===== src/hw/rtl/indexed_array_insert_delete_defines.svh =====
// assertion macros for the indexed array block
`ifndef INDEXED_ARRAY_INSERT_DELETE_DEFINES_SVH
`define INDEXED_ARRAY_INSERT_DELETE_DEFINES_SVH

// same-cycle implication, off during reset
`define IAD_ASSERT_NOW(lbl, clk, rstn, ante, cons, msg) \
	lbl: assert property (@(posedge clk) disable iff (!rstn) (ante) |-> (cons)) \
		else $error(msg);

// next-cycle implication, off during reset
`define IAD_ASSERT_NEXT(lbl, clk, rstn, ante, cons, msg) \
	lbl: assert property (@(posedge clk) disable iff (!rstn) (ante) |=> (cons)) \
		else $error(msg);

`endif


===== src/hw/rtl/iad_pkg.sv =====
// shared types and codes for the indexed array block
package iad_pkg;

	// request kinds as they arrive on the request word
	localparam logic [2:0] REQ_APPEND = 3'd0;
	localparam logic [2:0] REQ_INSERT = 3'd1;
	localparam logic [2:0] REQ_EDIT   = 3'd2;
	localparam logic [2:0] REQ_DELETE = 3'd3;
	localparam logic [2:0] REQ_GET    = 3'd4;

	// depth of the command queue between front and back
	localparam int Q_DEPTH = 2;

	typedef enum logic [1:0] {
		ST_OK     = 2'd0,
		ST_BADIDX = 2'd1,
		ST_EMPTY  = 2'd2,
		ST_FULL   = 2'd3
	} status_t;

	// work the back end carries out on the store
	typedef enum logic [2:0] {
		OP_NONE   = 3'd0,
		OP_WRITE  = 3'd1,
		OP_INSERT = 3'd2,
		OP_DELETE = 3'd3,
		OP_GET    = 3'd4
	} op_t;

	typedef struct packed {
		op_t                op;
		status_t            status;
		logic               neg;
		logic signed [31:0] value;
		logic [5:0]         item_count;
		logic [5:0]         capacity_now;
	} cmd_t;

endpackage


===== src/hw/rtl/iad_if.sv =====
// request and response channel interfaces

interface iad_req_if;
	logic               valid;
	logic               ready;
	logic [2:0]         req_type;
	logic [7:0]         position;
	logic signed [31:0] item_value;

	modport source (output valid, output req_type, output position, output item_value,
		input ready);
	modport sink (input valid, input req_type, input position, input item_value,
		output ready);
endinterface

interface iad_rsp_if;
	logic                 valid;
	logic                 ready;
	iad_pkg::status_t     status;
	logic signed [31:0]   read_value;
	logic [5:0]           item_count;
	logic [5:0]           capacity_now;

	modport source (output valid, output status, output read_value, output item_count,
		output capacity_now, input ready);
	modport sink (input valid, input status, input read_value, input item_count,
		input capacity_now, output ready);
endinterface


===== src/hw/rtl/indexed_array_insert_delete.sv =====
// Indexed array with append, insert, edit, delete and get on a store of DEPTH
// 32-bit signed entries, with a logical capacity that doubles when an append
// or insert finds the array full (up to DEPTH) and halves after a delete that
// leaves the count at or below half of it. Every request word gives exactly one
// response word with status, read value, item count and capacity. The front end
// checks each request against its own copy of count and capacity, so it settles
// status, count and capacity at once and accepts a new word every cycle while
// the two-entry command queue has room. The back end owns the entry store, a
// memory with one write port and one registered read port, and works one command
// at a time; insert and delete shift the entries between the target index and
// the end of the array, moving one entry per cycle through the store's one read
// and one write port. The response sits in an output register, so the back end
// keeps working on the next command while the response waits. A write on the
// configuration port empties the array and loads the capacity from the written
// value (0 counts as 1, values above DEPTH count as DEPTH); write it only while
// the block is idle.
`include "indexed_array_insert_delete_defines.svh"

module indexed_array_insert_delete #(
	parameter int DEPTH = 32
) (
	input  logic       clk,
	input  logic       arst_n,
	input  logic       cfg_we,
	input  logic [5:0] cfg_wdata,
	iad_req_if.sink    req,
	iad_rsp_if.source  rsp
);
	localparam int AW = $clog2(DEPTH);
	localparam int CMDW = $bits(iad_pkg::cmd_t);
	localparam int QW = CMDW + 2 * AW;

	// front to queue
	logic              push;
	iad_pkg::cmd_t     f_cmd;
	logic [AW-1:0]     f_addr;
	logic [AW-1:0]     f_last;

	// queue to back
	logic              q_full;
	logic              q_empty;
	logic              pop;
	logic [QW-1:0]     q_dout;
	iad_pkg::cmd_t     q_cmd;
	logic [AW-1:0]     q_addr;
	logic [AW-1:0]     q_last;
	logic              back_idle;

	iad_front #(
		.DEPTH(DEPTH)
	) u_front (
		.clk      (clk),
		.arst_n   (arst_n),
		.cfg_we   (cfg_we),
		.cfg_wdata(cfg_wdata),
		.req      (req),
		.q_full   (q_full),
		.push     (push),
		.cmd      (f_cmd),
		.cmd_addr (f_addr),
		.cmd_last (f_last)
	);

	// command word: fields, then target index, then last index
	iad_queue #(
		.W     (QW),
		.QDEPTH(iad_pkg::Q_DEPTH)
	) u_queue (
		.clk   (clk),
		.arst_n(arst_n),
		.push  (push),
		.din   ({f_cmd, f_addr, f_last}),
		.full  (q_full),
		.pop   (pop),
		.dout  (q_dout),
		.empty (q_empty)
	);

	assign q_cmd  = iad_pkg::cmd_t'(q_dout[QW-1 -: CMDW]);
	assign q_addr = q_dout[2*AW-1 -: AW];
	assign q_last = q_dout[AW-1:0];

	iad_back #(
		.DEPTH(DEPTH)
	) u_back (
		.clk    (clk),
		.arst_n (arst_n),
		.q_empty(q_empty),
		.q_cmd  (q_cmd),
		.q_addr (q_addr),
		.q_last (q_last),
		.pop    (pop),
		.idle   (back_idle),
		.rsp    (rsp)
	);

	// a full queue always has something to hand out
	`IAD_ASSERT_NOW(a_queue_fill, clk, arst_n, q_full, !q_empty, "queue full but empty")

	// the back end picks up waiting work right away
	`IAD_ASSERT_NEXT(a_back_pickup, clk, arst_n, back_idle && !q_empty, !back_idle, "back end stalled with work queued")

	// a full status only comes when the store is at its depth
	`IAD_ASSERT_NOW(a_full_count, clk, arst_n, rsp.valid && rsp.status == iad_pkg::ST_FULL, rsp.item_count == 6'(DEPTH), "full status below depth")

	// an empty status only comes with no items
	`IAD_ASSERT_NOW(a_empty_count, clk, arst_n, rsp.valid && rsp.status == iad_pkg::ST_EMPTY, rsp.item_count == 6'd0, "empty status with items")

endmodule


===== src/hw/rtl/iad_queue.sv =====
// small command queue between front and back
module iad_queue #(
	parameter int W      = 1,
	parameter int QDEPTH = 2
) (
	input  logic         clk,
	input  logic         arst_n,
	input  logic         push,
	input  logic [W-1:0] din,
	output logic         full,
	input  logic         pop,
	output logic [W-1:0] dout,
	output logic         empty
);
	localparam int PW = (QDEPTH > 1) ? $clog2(QDEPTH) : 1;
	localparam int FW = $clog2(QDEPTH + 1);

	logic [W-1:0]  slot_q [QDEPTH];
	logic [PW-1:0] wr_ptr_q;
	logic [PW-1:0] rd_ptr_q;
	logic [FW-1:0] fill_q;
	logic          do_push;
	logic          do_pop;

	assign full    = (fill_q == FW'(QDEPTH));
	assign empty   = (fill_q == '0);
	assign do_push = push && !full;
	assign do_pop  = pop && !empty;
	assign dout    = slot_q[rd_ptr_q];

	always_ff @(posedge clk) begin
		if (do_push) begin
			slot_q[wr_ptr_q] <= din;
		end
	end

	always_ff @(posedge clk or negedge arst_n) begin
		if (!arst_n) begin
			wr_ptr_q <= '0;
			rd_ptr_q <= '0;
			fill_q   <= '0;
		end else begin
			if (do_push) begin
				wr_ptr_q <= (wr_ptr_q == PW'(QDEPTH - 1)) ? '0 : wr_ptr_q + PW'(1);
			end
			if (do_pop) begin
				rd_ptr_q <= (rd_ptr_q == PW'(QDEPTH - 1)) ? '0 : rd_ptr_q + PW'(1);
			end
			if (do_push && !do_pop) begin
				fill_q <= fill_q + FW'(1);
			end else if (do_pop && !do_push) begin
				fill_q <= fill_q - FW'(1);
			end
		end
	end

endmodule


===== src/hw/rtl/iad_front.sv =====
// front end: takes requests, checks them against count and capacity, issues commands
module iad_front #(
	parameter int DEPTH = 32
) (
	input  logic                          clk,
	input  logic                          arst_n,
	input  logic                          cfg_we,
	input  logic [5:0]                    cfg_wdata,
	iad_req_if.sink                       req,
	input  logic                          q_full,
	output logic                          push,
	output iad_pkg::cmd_t                 cmd,
	output logic [$clog2(DEPTH)-1:0]      cmd_addr,
	output logic [$clog2(DEPTH)-1:0]      cmd_last
);
	localparam int AW = $clog2(DEPTH);
	localparam int CW = $clog2(DEPTH + 1);
	localparam int LW = (CW > 6) ? CW : 6;
	localparam int PW = (CW > 8) ? CW : 8;

	logic [CW-1:0] count_q;
	logic [CW-1:0] cap_q;
	logic [CW-1:0] cnt_n;
	logic [CW-1:0] cap_n;
	logic [CW-1:0] cnt_dec;
	logic [CW-1:0] cap_dbl;
	logic [CW-1:0] cap_room;
	logic [CW:0]   dbl;
	logic [PW-1:0] pos_w;
	logic [PW-1:0] cnt_w;
	logic          store_full;
	logic          accept;

	// register value 0 means 1, above the store depth means the depth
	function automatic logic [CW-1:0] limit_cap(input logic [5:0] v);
		logic [LW-1:0] ve;
		ve = LW'(v);
		if (v == 6'd0) begin
			return CW'(1);
		end
		if (ve > LW'(DEPTH)) begin
			return CW'(DEPTH);
		end
		return CW'(v);
	endfunction

	assign req.ready  = !q_full;
	assign accept     = req.valid && !q_full;
	assign push       = accept;
	assign store_full = (count_q == CW'(DEPTH));
	assign pos_w      = PW'(req.position);
	assign cnt_w      = PW'(count_q);
	assign cnt_dec    = count_q - CW'(1);
	assign dbl        = {cap_q, 1'b0};
	assign cap_dbl    = (dbl > (CW+1)'(DEPTH)) ? CW'(DEPTH) : dbl[CW-1:0];
	assign cap_room   = (count_q >= cap_q) ? cap_dbl : cap_q;

	always_comb begin
		cmd.op     = iad_pkg::OP_NONE;
		cmd.status = iad_pkg::ST_OK;
		cmd.neg    = 1'b0;
		cmd.value  = req.item_value;
		cnt_n      = count_q;
		cap_n      = cap_q;
		cmd_addr   = AW'(req.position);
		cmd_last   = AW'(count_q);
		unique case (req.req_type)
			iad_pkg::REQ_APPEND: begin
				if (store_full) begin
					cmd.status = iad_pkg::ST_FULL;
				end else begin
					cmd.op   = iad_pkg::OP_WRITE;
					cmd_addr = AW'(count_q);
					cnt_n    = count_q + CW'(1);
					cap_n    = cap_room;
				end
			end
			iad_pkg::REQ_INSERT: begin
				if (pos_w > cnt_w) begin
					cmd.status = iad_pkg::ST_BADIDX;
				end else if (store_full) begin
					cmd.status = iad_pkg::ST_FULL;
				end else begin
					cmd.op = iad_pkg::OP_INSERT;
					cnt_n  = count_q + CW'(1);
					cap_n  = cap_room;
				end
			end
			iad_pkg::REQ_EDIT: begin
				if (pos_w >= cnt_w) begin
					cmd.status = iad_pkg::ST_BADIDX;
				end else begin
					cmd.op = iad_pkg::OP_WRITE;
				end
			end
			iad_pkg::REQ_DELETE: begin
				if (count_q == '0) begin
					cmd.status = iad_pkg::ST_EMPTY;
				end else if (pos_w >= cnt_w) begin
					cmd.status = iad_pkg::ST_BADIDX;
				end else begin
					cmd.op   = iad_pkg::OP_DELETE;
					cmd_last = AW'(cnt_dec);
					cnt_n    = cnt_dec;
					if (cap_q > CW'(1) && cnt_dec <= (cap_q >> 1)) begin
						cap_n = cap_q >> 1;
					end
				end
			end
			iad_pkg::REQ_GET: begin
				if (pos_w >= cnt_w) begin
					cmd.status = iad_pkg::ST_BADIDX;
					cmd.neg    = 1'b1;
				end else begin
					cmd.op = iad_pkg::OP_GET;
				end
			end
			default: begin
				// unused kinds change nothing
			end
		endcase
		cmd.item_count   = 6'(cnt_n);
		cmd.capacity_now = 6'(cap_n);
	end

	always_ff @(posedge clk or negedge arst_n) begin
		if (!arst_n) begin
			count_q <= '0;
			cap_q   <= CW'(1);
		end else if (cfg_we) begin
			count_q <= '0;
			cap_q   <= limit_cap(cfg_wdata);
		end else if (accept) begin
			count_q <= cnt_n;
			cap_q   <= cap_n;
		end
	end

endmodule


===== src/hw/rtl/iad_back.sv =====
// back end: carries out commands on the entry store and returns response words
module iad_back #(
	parameter int DEPTH = 32
) (
	input  logic                      clk,
	input  logic                      arst_n,
	input  logic                      q_empty,
	input  iad_pkg::cmd_t             q_cmd,
	input  logic [$clog2(DEPTH)-1:0]  q_addr,
	input  logic [$clog2(DEPTH)-1:0]  q_last,
	output logic                      pop,
	output logic                      idle,
	iad_rsp_if.source                 rsp
);
	localparam int AW = $clog2(DEPTH);

	typedef enum logic [5:0] {
		S_IDLE = 6'b000001,
		S_READ = 6'b000010,
		S_UP   = 6'b000100,
		S_PUT  = 6'b001000,
		S_DOWN = 6'b010000,
		S_FIN  = 6'b100000
	} state_t;

	state_t             state_q;
	state_t             state_d;
	iad_pkg::cmd_t      cmd_q;
	logic [AW-1:0]      addr_q;
	logic [AW-1:0]      last_q;
	logic [AW-1:0]      ptr_q;
	logic [AW-1:0]      ptr_d;
	logic [31:0]        entries [DEPTH];
	logic [31:0]        rd_data_q;
	logic               mem_we;
	logic [AW-1:0]      mem_waddr;
	logic [31:0]        mem_wdata;
	logic               mem_re;
	logic [AW-1:0]      mem_raddr;
	logic               load_out;
	logic               out_valid_q;
	iad_pkg::status_t   out_status_q;
	logic signed [31:0] out_value_q;
	logic [5:0]         out_count_q;
	logic [5:0]         out_cap_q;

	assign idle = (state_q == S_IDLE);

	always_comb begin
		state_d   = state_q;
		ptr_d     = ptr_q;
		pop       = 1'b0;
		mem_we    = 1'b0;
		mem_waddr = ptr_q;
		mem_wdata = rd_data_q;
		mem_re    = 1'b0;
		mem_raddr = ptr_q;
		load_out  = 1'b0;
		unique case (state_q)
			S_IDLE: begin
				if (!q_empty) begin
					pop     = 1'b1;
					state_d = S_FIN;
					case (q_cmd.op)
						iad_pkg::OP_WRITE: begin
							mem_we    = 1'b1;
							mem_waddr = q_addr;
							mem_wdata = q_cmd.value;
						end
						iad_pkg::OP_GET: begin
							mem_re    = 1'b1;
							mem_raddr = q_addr;
							state_d   = S_READ;
						end
						iad_pkg::OP_INSERT: begin
							if (q_last == q_addr) begin
								mem_we    = 1'b1;
								mem_waddr = q_addr;
								mem_wdata = q_cmd.value;
							end else begin
								// move entries up, top first
								mem_re    = 1'b1;
								mem_raddr = q_last - AW'(1);
								ptr_d     = q_last;
								state_d   = S_UP;
							end
						end
						iad_pkg::OP_DELETE: begin
							if (q_last != q_addr) begin
								// move entries down, lowest first
								mem_re    = 1'b1;
								mem_raddr = q_addr + AW'(1);
								ptr_d     = q_addr;
								state_d   = S_DOWN;
							end
						end
						default: begin
						end
					endcase
				end
			end
			S_READ: begin
				state_d = S_FIN;
			end
			S_UP: begin
				mem_we = 1'b1;
				if (ptr_q == addr_q + AW'(1)) begin
					state_d = S_PUT;
				end else begin
					mem_re    = 1'b1;
					mem_raddr = ptr_q - AW'(2);
					ptr_d     = ptr_q - AW'(1);
				end
			end
			S_PUT: begin
				mem_we    = 1'b1;
				mem_waddr = addr_q;
				mem_wdata = cmd_q.value;
				state_d   = S_FIN;
			end
			S_DOWN: begin
				mem_we = 1'b1;
				if (ptr_q + AW'(1) == last_q) begin
					state_d = S_FIN;
				end else begin
					mem_re    = 1'b1;
					mem_raddr = ptr_q + AW'(2);
					ptr_d     = ptr_q + AW'(1);
				end
			end
			S_FIN: begin
				if (!out_valid_q || rsp.ready) begin
					load_out = 1'b1;
					state_d  = S_IDLE;
				end
			end
			default: begin
				state_d = S_IDLE;
			end
		endcase
	end

	// entry store, one write and one registered read per cycle
	always_ff @(posedge clk) begin
		if (mem_we) begin
			entries[mem_waddr] <= mem_wdata;
		end
		if (mem_re) begin
			rd_data_q <= entries[mem_raddr];
		end
	end

	always_ff @(posedge clk) begin
		if (pop) begin
			cmd_q  <= q_cmd;
			addr_q <= q_addr;
			last_q <= q_last;
		end
		ptr_q <= ptr_d;
		if (load_out) begin
			out_status_q <= cmd_q.status;
			out_count_q  <= cmd_q.item_count;
			out_cap_q    <= cmd_q.capacity_now;
			if (cmd_q.op == iad_pkg::OP_GET) begin
				out_value_q <= rd_data_q;
			end else begin
				out_value_q <= cmd_q.neg ? '1 : '0;
			end
		end
	end

	always_ff @(posedge clk or negedge arst_n) begin
		if (!arst_n) begin
			state_q     <= S_IDLE;
			out_valid_q <= 1'b0;
		end else begin
			state_q <= state_d;
			if (load_out) begin
				out_valid_q <= 1'b1;
			end else if (rsp.ready) begin
				out_valid_q <= 1'b0;
			end
		end
	end

	assign rsp.valid        = out_valid_q;
	assign rsp.status       = out_status_q;
	assign rsp.read_value   = out_value_q;
	assign rsp.item_count   = out_count_q;
	assign rsp.capacity_now = out_cap_q;

endmodule


===== src/flat_wrapper.sv =====
// flat-port wrapper written by rule: the top's interface ports become plain ports
module indexed_array_insert_delete_flat 
#(
	parameter int DEPTH = 32
)
  (clk, arst_n, cfg_we, cfg_wdata, req_valid, req_req_type, req_position, req_item_value, req_ready, rsp_valid, rsp_status, rsp_read_value, rsp_item_count, rsp_capacity_now, rsp_ready);
  iad_req_if req_i ();
  iad_rsp_if rsp_i ();
  input  logic clk;
  input  logic arst_n;
  input  logic cfg_we;
  input  logic [5:0] cfg_wdata;
  input wire logic [$bits(req_i.valid)-1:0] req_valid;
  input wire logic [$bits(req_i.req_type)-1:0] req_req_type;
  input wire logic [$bits(req_i.position)-1:0] req_position;
  input wire logic [$bits(req_i.item_value)-1:0] req_item_value;
  output wire logic [$bits(req_i.ready)-1:0] req_ready;
  output wire logic [$bits(rsp_i.valid)-1:0] rsp_valid;
  output wire logic [$bits(rsp_i.status)-1:0] rsp_status;
  output wire logic [$bits(rsp_i.read_value)-1:0] rsp_read_value;
  output wire logic [$bits(rsp_i.item_count)-1:0] rsp_item_count;
  output wire logic [$bits(rsp_i.capacity_now)-1:0] rsp_capacity_now;
  input wire logic [$bits(rsp_i.ready)-1:0] rsp_ready;
  assign req_i.valid = req_valid;
  assign req_i.req_type = req_req_type;
  assign req_i.position = req_position;
  assign req_i.item_value = req_item_value;
  assign req_ready = req_i.ready;
  assign rsp_valid = rsp_i.valid;
  assign rsp_status = rsp_i.status;
  assign rsp_read_value = rsp_i.read_value;
  assign rsp_item_count = rsp_i.item_count;
  assign rsp_capacity_now = rsp_i.capacity_now;
  assign rsp_i.ready = rsp_ready;
  indexed_array_insert_delete #(.DEPTH(DEPTH)) u_core (.clk(clk), .arst_n(arst_n), .cfg_we(cfg_we), .cfg_wdata(cfg_wdata), .req(req_i), .rsp(rsp_i));
endmodule

===== config.mk =====
export PLATFORM = sky130hd
export DESIGN_NAME = indexed_array_insert_delete_flat
export DESIGN_NICKNAME = d
export VERILOG_FILES = /design/src/hw/rtl/iad_pkg.sv /design/src/hw/rtl/iad_if.sv /design/src/hw/rtl/indexed_array_insert_delete.sv /design/src/hw/rtl/iad_queue.sv /design/src/hw/rtl/iad_front.sv /design/src/hw/rtl/iad_back.sv /design/src/flat_wrapper.sv
export VERILOG_INCLUDE_DIRS = /design/src /design/src/hw/rtl
export SDC_FILE = /design/constraint.sdc
export NUM_CORES = 2
export LEC_CHECK = 0
export ABC_AREA = 1
export BUFFER_PORTS_ARGS = -buffer_cell sky130_fd_sc_hd__buf_2
export CAP_MARGIN = 20
export CORE_MARGIN = 1
export CORE_UTILIZATION = 30
export DETAILED_ROUTE_END_ITERATION = 8
export MAX_ROUTING_LAYER = met4
export PLACE_DENSITY_LB_ADDON = 0.08
export SLEW_MARGIN = 10
export SYNTH_ARGS = -nofsm -noshare
export SYNTH_HDL_FRONTEND = slang
export SYNTH_SLANG_ARGS = --single-unit

===== constraint.sdc =====
create_clock -name clk -period 8.4 [get_ports clk]
set_clock_uncertainty 0.2 [all_clocks]
set_input_delay 0.84 -clock clk [delete_from_list [all_inputs] [get_ports clk]]
set_output_delay 0.84 -clock clk [all_outputs]
set_load 0.005 [all_outputs]

## Word-level counts from Yosys, hierarchy flattened

Memories as Yosys holds them, arrays and structs flattened. A register that Yosys moved wholly into a read port is not among the register bits.
Cells that the tools add are included.

- Add/subtract/negate cells: 13
- $lt $le $gt $ge: 7
- Equality and inequality tests: 30
- Muxes and demuxes: 102
- Reductions and logical operators: 24

Operators with widths:

| cell | count |
|---|---|
| $mux 6 | 25 |
| $mux 32 | 4 |
| $pmux 32 s2 | 2 |
| $mux 5 | 17 |
| $pmux 6 s3 | 3 |
| $pmux 5 s3 | 3 |
| $pmux 5 s2 | 3 |
| $pmux 6 s5 | 1 |
| $mux 1 | 28 |
| $pmux 5 s5 | 1 |
| $mux 2 | 8 |
| $add 5x1->5 const B | 3 |
| $eq 5x5->1 | 3 |
| $eq 3x2->1 const B | 4 |
| $eq 6x6->1 const B | 2 |
| $logic_not 6->1 | 2 |
| $ne 2x2->1 const B | 6 |
| $sub 5x1->5 const B | 2 |
| $eq 3x3->1 const B | 3 |
| $mux 3 | 3 |
| $ne 3x3->1 const B | 3 |
| $ge 8x6->1 | 1 |
| $gt 8x6->1 | 1 |
| $gt 7x6->1 const B | 1 |
| other kinds (32) | 47 |

- Flip-flop bits (word level): 134
- RAM bits: 1,144
- Input bits: 54
- Output and inout port bits: 48
- Logic and storage cells: 198
- Memories: 2

Memories:

| memory | depth | width | read ports | clocked after memory_dff | write ports | RTL line | text |
|---|---|---|---|---|---|---|---|
| u_core.u_back.entries | 32 | 32 | 1 | 1 | 1 | iad_back.sv:33 | `logic [31:0] entries [DEPTH];` |
| u_core.u_queue.slot_q | 2 | 60 | 1 | 0 | 1 | iad_queue.sv:18 | `logic [W-1:0] slot_q [QDEPTH];` |

## Longest topological paths before layout

- Depth after elaboration: 9
- Mapped depth: 24
- Depth with buffers taken out: 21

## Modules after synthesis

Synthesis repeated with hierarchy kept, for this count alone.

- Cell total of the unflattened synthesis: 5,362
- Area, all modules: 57,597.7 um^2

Modules (own cells, without submodules):

| module | instances | cells an instance | area an instance (um^2) | sequential area each (um^2) |
|---|---|---|---|---|
| iad_back | 1 | 4,642 | 50,648.6 | 35,220.0 |
| iad_queue | 1 | 345 | 4,598.2 | 3,703.6 |
| iad_front | 1 | 375 | 2,351.0 | 301.5 |

## Worst setup path after synthesis

No wires, ideal clock.

- Path type: reg-to-reg
- Start: register u_core.u_back.state_q[2]
- End: memory u_core.u_back.entries[23][0], enable pin
- Library setup time: 0.421 ns
- Arrival time: 6.375 ns
- Data required time: 7.779 ns
- Slack: 1.404 ns
- Cell stages (with the launch flop): 10
- Buffers on the path: 0
- Period minus slack after synthesis: 6.996 ns
- Path through: dfrtp_1 nor2_1 nand4_2 nor2_1 nand2_1 o21ai_0 a21oi_1 inv_1 nand3_2 nor2_1

- Cells in the longest elaborated chain, start to end: 5
- Elaborated cells on any way between the ends: 9
- Those cells by class: eq/ne (4); mux (4); reduce/logical (1)

Ends and longest elaborated chain:

| element | RTL line | text |
|---|---|---|
| start, declared | iad_back.sv:26 | `state_t state_q;` |
| start signal, assigned | iad_back.sv:177 | `state_q <= state_d;` |
| $eq 6x5->1, or another cell as far along | iad_back.sv:59 | `unique case (state_q)` |
| $reduce_or 3->1 (no line) | - |  |
| $pmux 1 s2 | iad_back.sv:59 |  |
| $mux 1 | iad_back.sv:145 | `if (mem_we) begin` |
| $mux 1 (implied by the code) | iad_back.sv:146 | `entries[mem_waddr] <= mem_wdata;` |
| end, declared | iad_back.sv:33 |  |

Several ways; a longest one is shown, not always the timed one.

## Worst setup path in the final report

- Start: register u_core.u_queue.rd_ptr_q
- End: register u_core.u_back.rd_data_q[22] (read register of u_core.u_back.entries) (data pin)

- Elaborated cells on any way between the ends: 18
- Those cells by class: add/sub (2); eq/ne (5); mux (10); memory (1)

RTL lines:

| element | RTL line | text |
|---|---|---|
| start, declared | iad_queue.sv:20 | `logic [PW-1:0] rd_ptr_q;` |
| start signal, assigned | iad_queue.sv:47 | `rd_ptr_q <= (rd_ptr_q == PW'(QDEPTH - 1)) ? '0 : rd_ptr_q + PW'(1);` |
| $mem_v2 2x60 * | - |  |
| via u_core.q_dout[59] | indexed_array_insert_delete.sv:43 | `logic [QW-1:0] q_dout;` |
| $eq 3x2->1 or $eq 3x3->1 (tied branches) | iad_back.sv:64 | `case (q_cmd.op)` |
| $pmux 5 s3 or $pmux 1 s3 (tied branches) | iad_back.sv:64 |  |
| $mux 5 or $mux 1 (tied branches) | iad_back.sv:61 | `if (!q_empty) begin` |
| $pmux 5 s3 or $pmux 1 s3 (tied branches) | iad_back.sv:59 |  |
| end, declared | iad_back.sv:34 | `logic [31:0] rd_data_q;` |

The timed path passes the listed nets; every way through them passes the cells marked *.
A chain may end at the register's enable or synchronous reset.

==> run metrics <==
status=complete, no violations; Skew-Pair Late Insertion Delay=800 ps; Die H=437 µm; GPL Wtd Cong=0.855; main combinational cell family by area after synthesis=simple AND/OR/NAND/NOR gates; XOR/XNOR Fraction of Synth Area=0.00200; vias per cell=4.92; min Tclk post-route=5940 ps; final wirelength=195,000 µm; commonest cells after routing, fill and taps aside=nand2_1 (2,020), edfxtp_1 (1,287), nand3_1 (951); DIE WIDTH=437 µm; Hold Startpoint=req_item_value[5]; hold buffers post-CTS=18; vias in the first global route=38,800; PortBufs=101; Worst Hold End=u_core.u_queue.slot_q[0][27]; Post-Route Setup TNS=0 ps; Post-synth EDFFs=1,287; # rows=159; synthesized flop and latch total=1,310; post-route ant nets=0; crit-path max FO=49; initial antenna violation count=1; ys flop type=edfxtp_1; Tightest Pin Transition=1220 ps; r2r worst-path depth=19; Syn Area/Cell=10.9 µm²; Netlist cell types=52; area share of fa/ha/maj cells after synthesis=0.00638; core area=0.188 mm²; 1st-pass router iterations=6; Yosys warnings=0; total CTS buffers=155; Reg2Reg Setup Slack=2460 ps; Initial Util=0.302; compound-cell area share of the yosys netlist=0.0206; max cap viols=0; Reg-to-Reg Start=u_core.u_queue.rd_ptr_q; RSZ-0062 raised after global routing=false; fillers=18,900; # H-tree levels=4; endpoints failing setup=0; CTS Buffer Depth=3; Cell Area, Synth=0.0569 mm²; Tcrit/Tclk final=0.707; clock slew at reported path FFs=60 ps; largest net degree at the start of global routing=199; Pleak=25.2 nW; GRT overflow=0; simple-gate share of the synthesized area=0.236; commonest non-fill, non-tap cell in the layout=nand2_1; asr flop ratio synth=0.0176; Post-Syn Nets=5,323; GRT Total Usage=0.208; Hold Fails Final Rpt=0; die area=0.191 mm²; Crit. End Element=register; Crit path arrival time=6260 ps; worst setup path class=reg2reg; Post-Syn Instances=5,240; Final Slew Violations=0; drt drc=0; TritonCTS clock tree=done; share of cells above drive strength 1=0.0956; Max IR drop VDD=0.000512 V; first-pass GRT wire length=283,000 µm; final net count=5,419; total power draw=31.1 mW; Slew HR=0.190; Hold WC Path Type=in2reg; Wirelength per Cell=24.5 µm; post-CTS resize count=0; Vias=39,200; Syn-to-layout area delta=15.0%; number of DRC markers in iteration 0=3,018; mux share of post-synthesis cell area=0.00141; Seq/Total Area, Yosys=0.690; Cell Pwr Density=476 mW/mm²; crit start category=register; hpwl dp=108,000 µm; Required @ worst endpoint=8720 ps; hold path depth=1; post-CTS repair timing setup buffer count=0; CTS root buf=clkbuf_16; Core Util, Final=0.348; Max Freq=168 MHz; RR Endpoint=u_core.u_back.rd_data_q[22]; io pins=102; clk sink count=1,310
==> area by class of cell <==
type	count	area (µm²)	share of cell area
clock buffer	199	4130	0.0631
inverter	214	821	0.0125
clock inverter	83	739	0.0113
antenna	1	2.50	0.0000383
timing repair buffer	247	1850	0.0284
multi-input combinational	3408	15500	0.237
sequential	1310	39200	0.600
tap	2495	3120	0.0477
==> cells by family (layout without fill, tap and decap cells) <==
family | Yosys count | in the layout
other | 0 | 1
adder cells (fa/ha/maj) | 29 | 29
XOR/XNOR | 13 | 13
flip-flops | 1310 | 1310
multiplexers | 8 | 8
AND/OR/NAND/NOR | 3162 | 3162
AO/OA/AOI/OAI | 196 | 196
buffers and inverters | 522 | 743
==> report_power, final <==
group	internal, mW	switching (mW)
Combinational	3.40	11.0
Sequential	9.78	0.376
Clock	3.78	2.78
Total	17.0	14.2
==> how the worst max path moves through the flow <==
stage                             startpoint                      endpoint  slack [ps]  cells after the start
floorplan           u_core.u_back.state_q[2]  u_core.u_back.entries[23][0]        1400                      9
global placement     u_core.u_queue.rd_ptr_q   u_core.u_back.rd_data_q[23]        2470                     19
detailed placement   u_core.u_queue.rd_ptr_q   u_core.u_back.rd_data_q[23]        2440                     17
CTS                  u_core.u_queue.rd_ptr_q   u_core.u_back.rd_data_q[22]        2420                     17
global route         u_core.u_queue.rd_ptr_q   u_core.u_back.rd_data_q[22]        2090                     17
finish               u_core.u_queue.rd_ptr_q   u_core.u_back.rd_data_q[22]        2460                     19
==> registers in the layout, indices dropped and copies added (netlist names), 5 cells and up <==
register / cells
u_core.u_back.addr_q: 5
u_core.u_back.last_q: 5
u_core.u_queue.slot_q: 120
u_core.u_back.state_q: 6
u_core.u_back.ptr_q: 5
u_core.u_back.rsp.capacity_now: 6
u_core.u_front.count_q: 6
u_core.u_back.entries: 1024
u_core.u_back.cmd_q: 50
u_core.u_back.rsp.read_value: 32
u_core.u_back.rd_data_q: 32
u_core.u_front.cap_q: 6
u_core.u_back.rsp.item_count: 6
==> synthesized netlist by cell type (21+ instances only) <==
| master | instances | area, µm² |
|---|---|---|
| nand2_1 | 2021 | 7590 |
| inv_1 | 203 | 762 |
| clkbuf_1 | 41 | 154 |
| buf_2 | 210 | 1050 |
| nor2_1 | 87 | 327 |
| edfxtp_1 | 1287 | 38600 |
| a21oi_1 | 32 | 160 |
| ha_1 | 29 | 363 |
| nand3b_1 | 33 | 248 |
| dfrtp_1 | 21 | 526 |
| o211ai_1 | 41 | 308 |
| nand3_1 | 954 | 4770 |
| buf_4 | 32 | 240 |
| o21ai_0 | 87 | 435 |
==> per-layer routing <==
metal  global-route usage  share of wire
met1                0.283           0.47
met2                0.332           0.48
met3               0.0235          0.035
met4               0.0483          0.020
met5                    -              0
==> critical path, stage by stage (launching register included) <==
cell and delay, ps:
dfrtp_2 910, buf_4 510, nand2_1 110, nand2_2 160, inv_2 50, nand2_1 120, nor2_2 80, inv_1 290
o22ai_1 170, nand2_1 80, nand2_1 80, nand2_1 120, nand3_4 560, inv_6 780, buf_4 680, nand3_1 190
nand3_1 100, nand2_1 70, nand2_1 190, nand2_1 90
==> stage by stage <==
| stage | setup slack (ps) | instances | cell area, µm² | hold WS [ps] |
|---|---|---|---|---|
| after global routing | 2090 | 7956 | 65400 | 11.6 |
| final | 2460 | 7957 | 65400 | 61.3 |
| after detailed placement | 2440 | 7656 | 60400 | 207 |
| after global placement | 2470 | 7655 | 60300 | 211 |
| after floorplan | 1400 | 5240 | 56900 | 200 |
| after CTS | 2420 | 7956 | 65400 | 0.442 |
No activity file was read; power rests on OpenSTA's default activity.
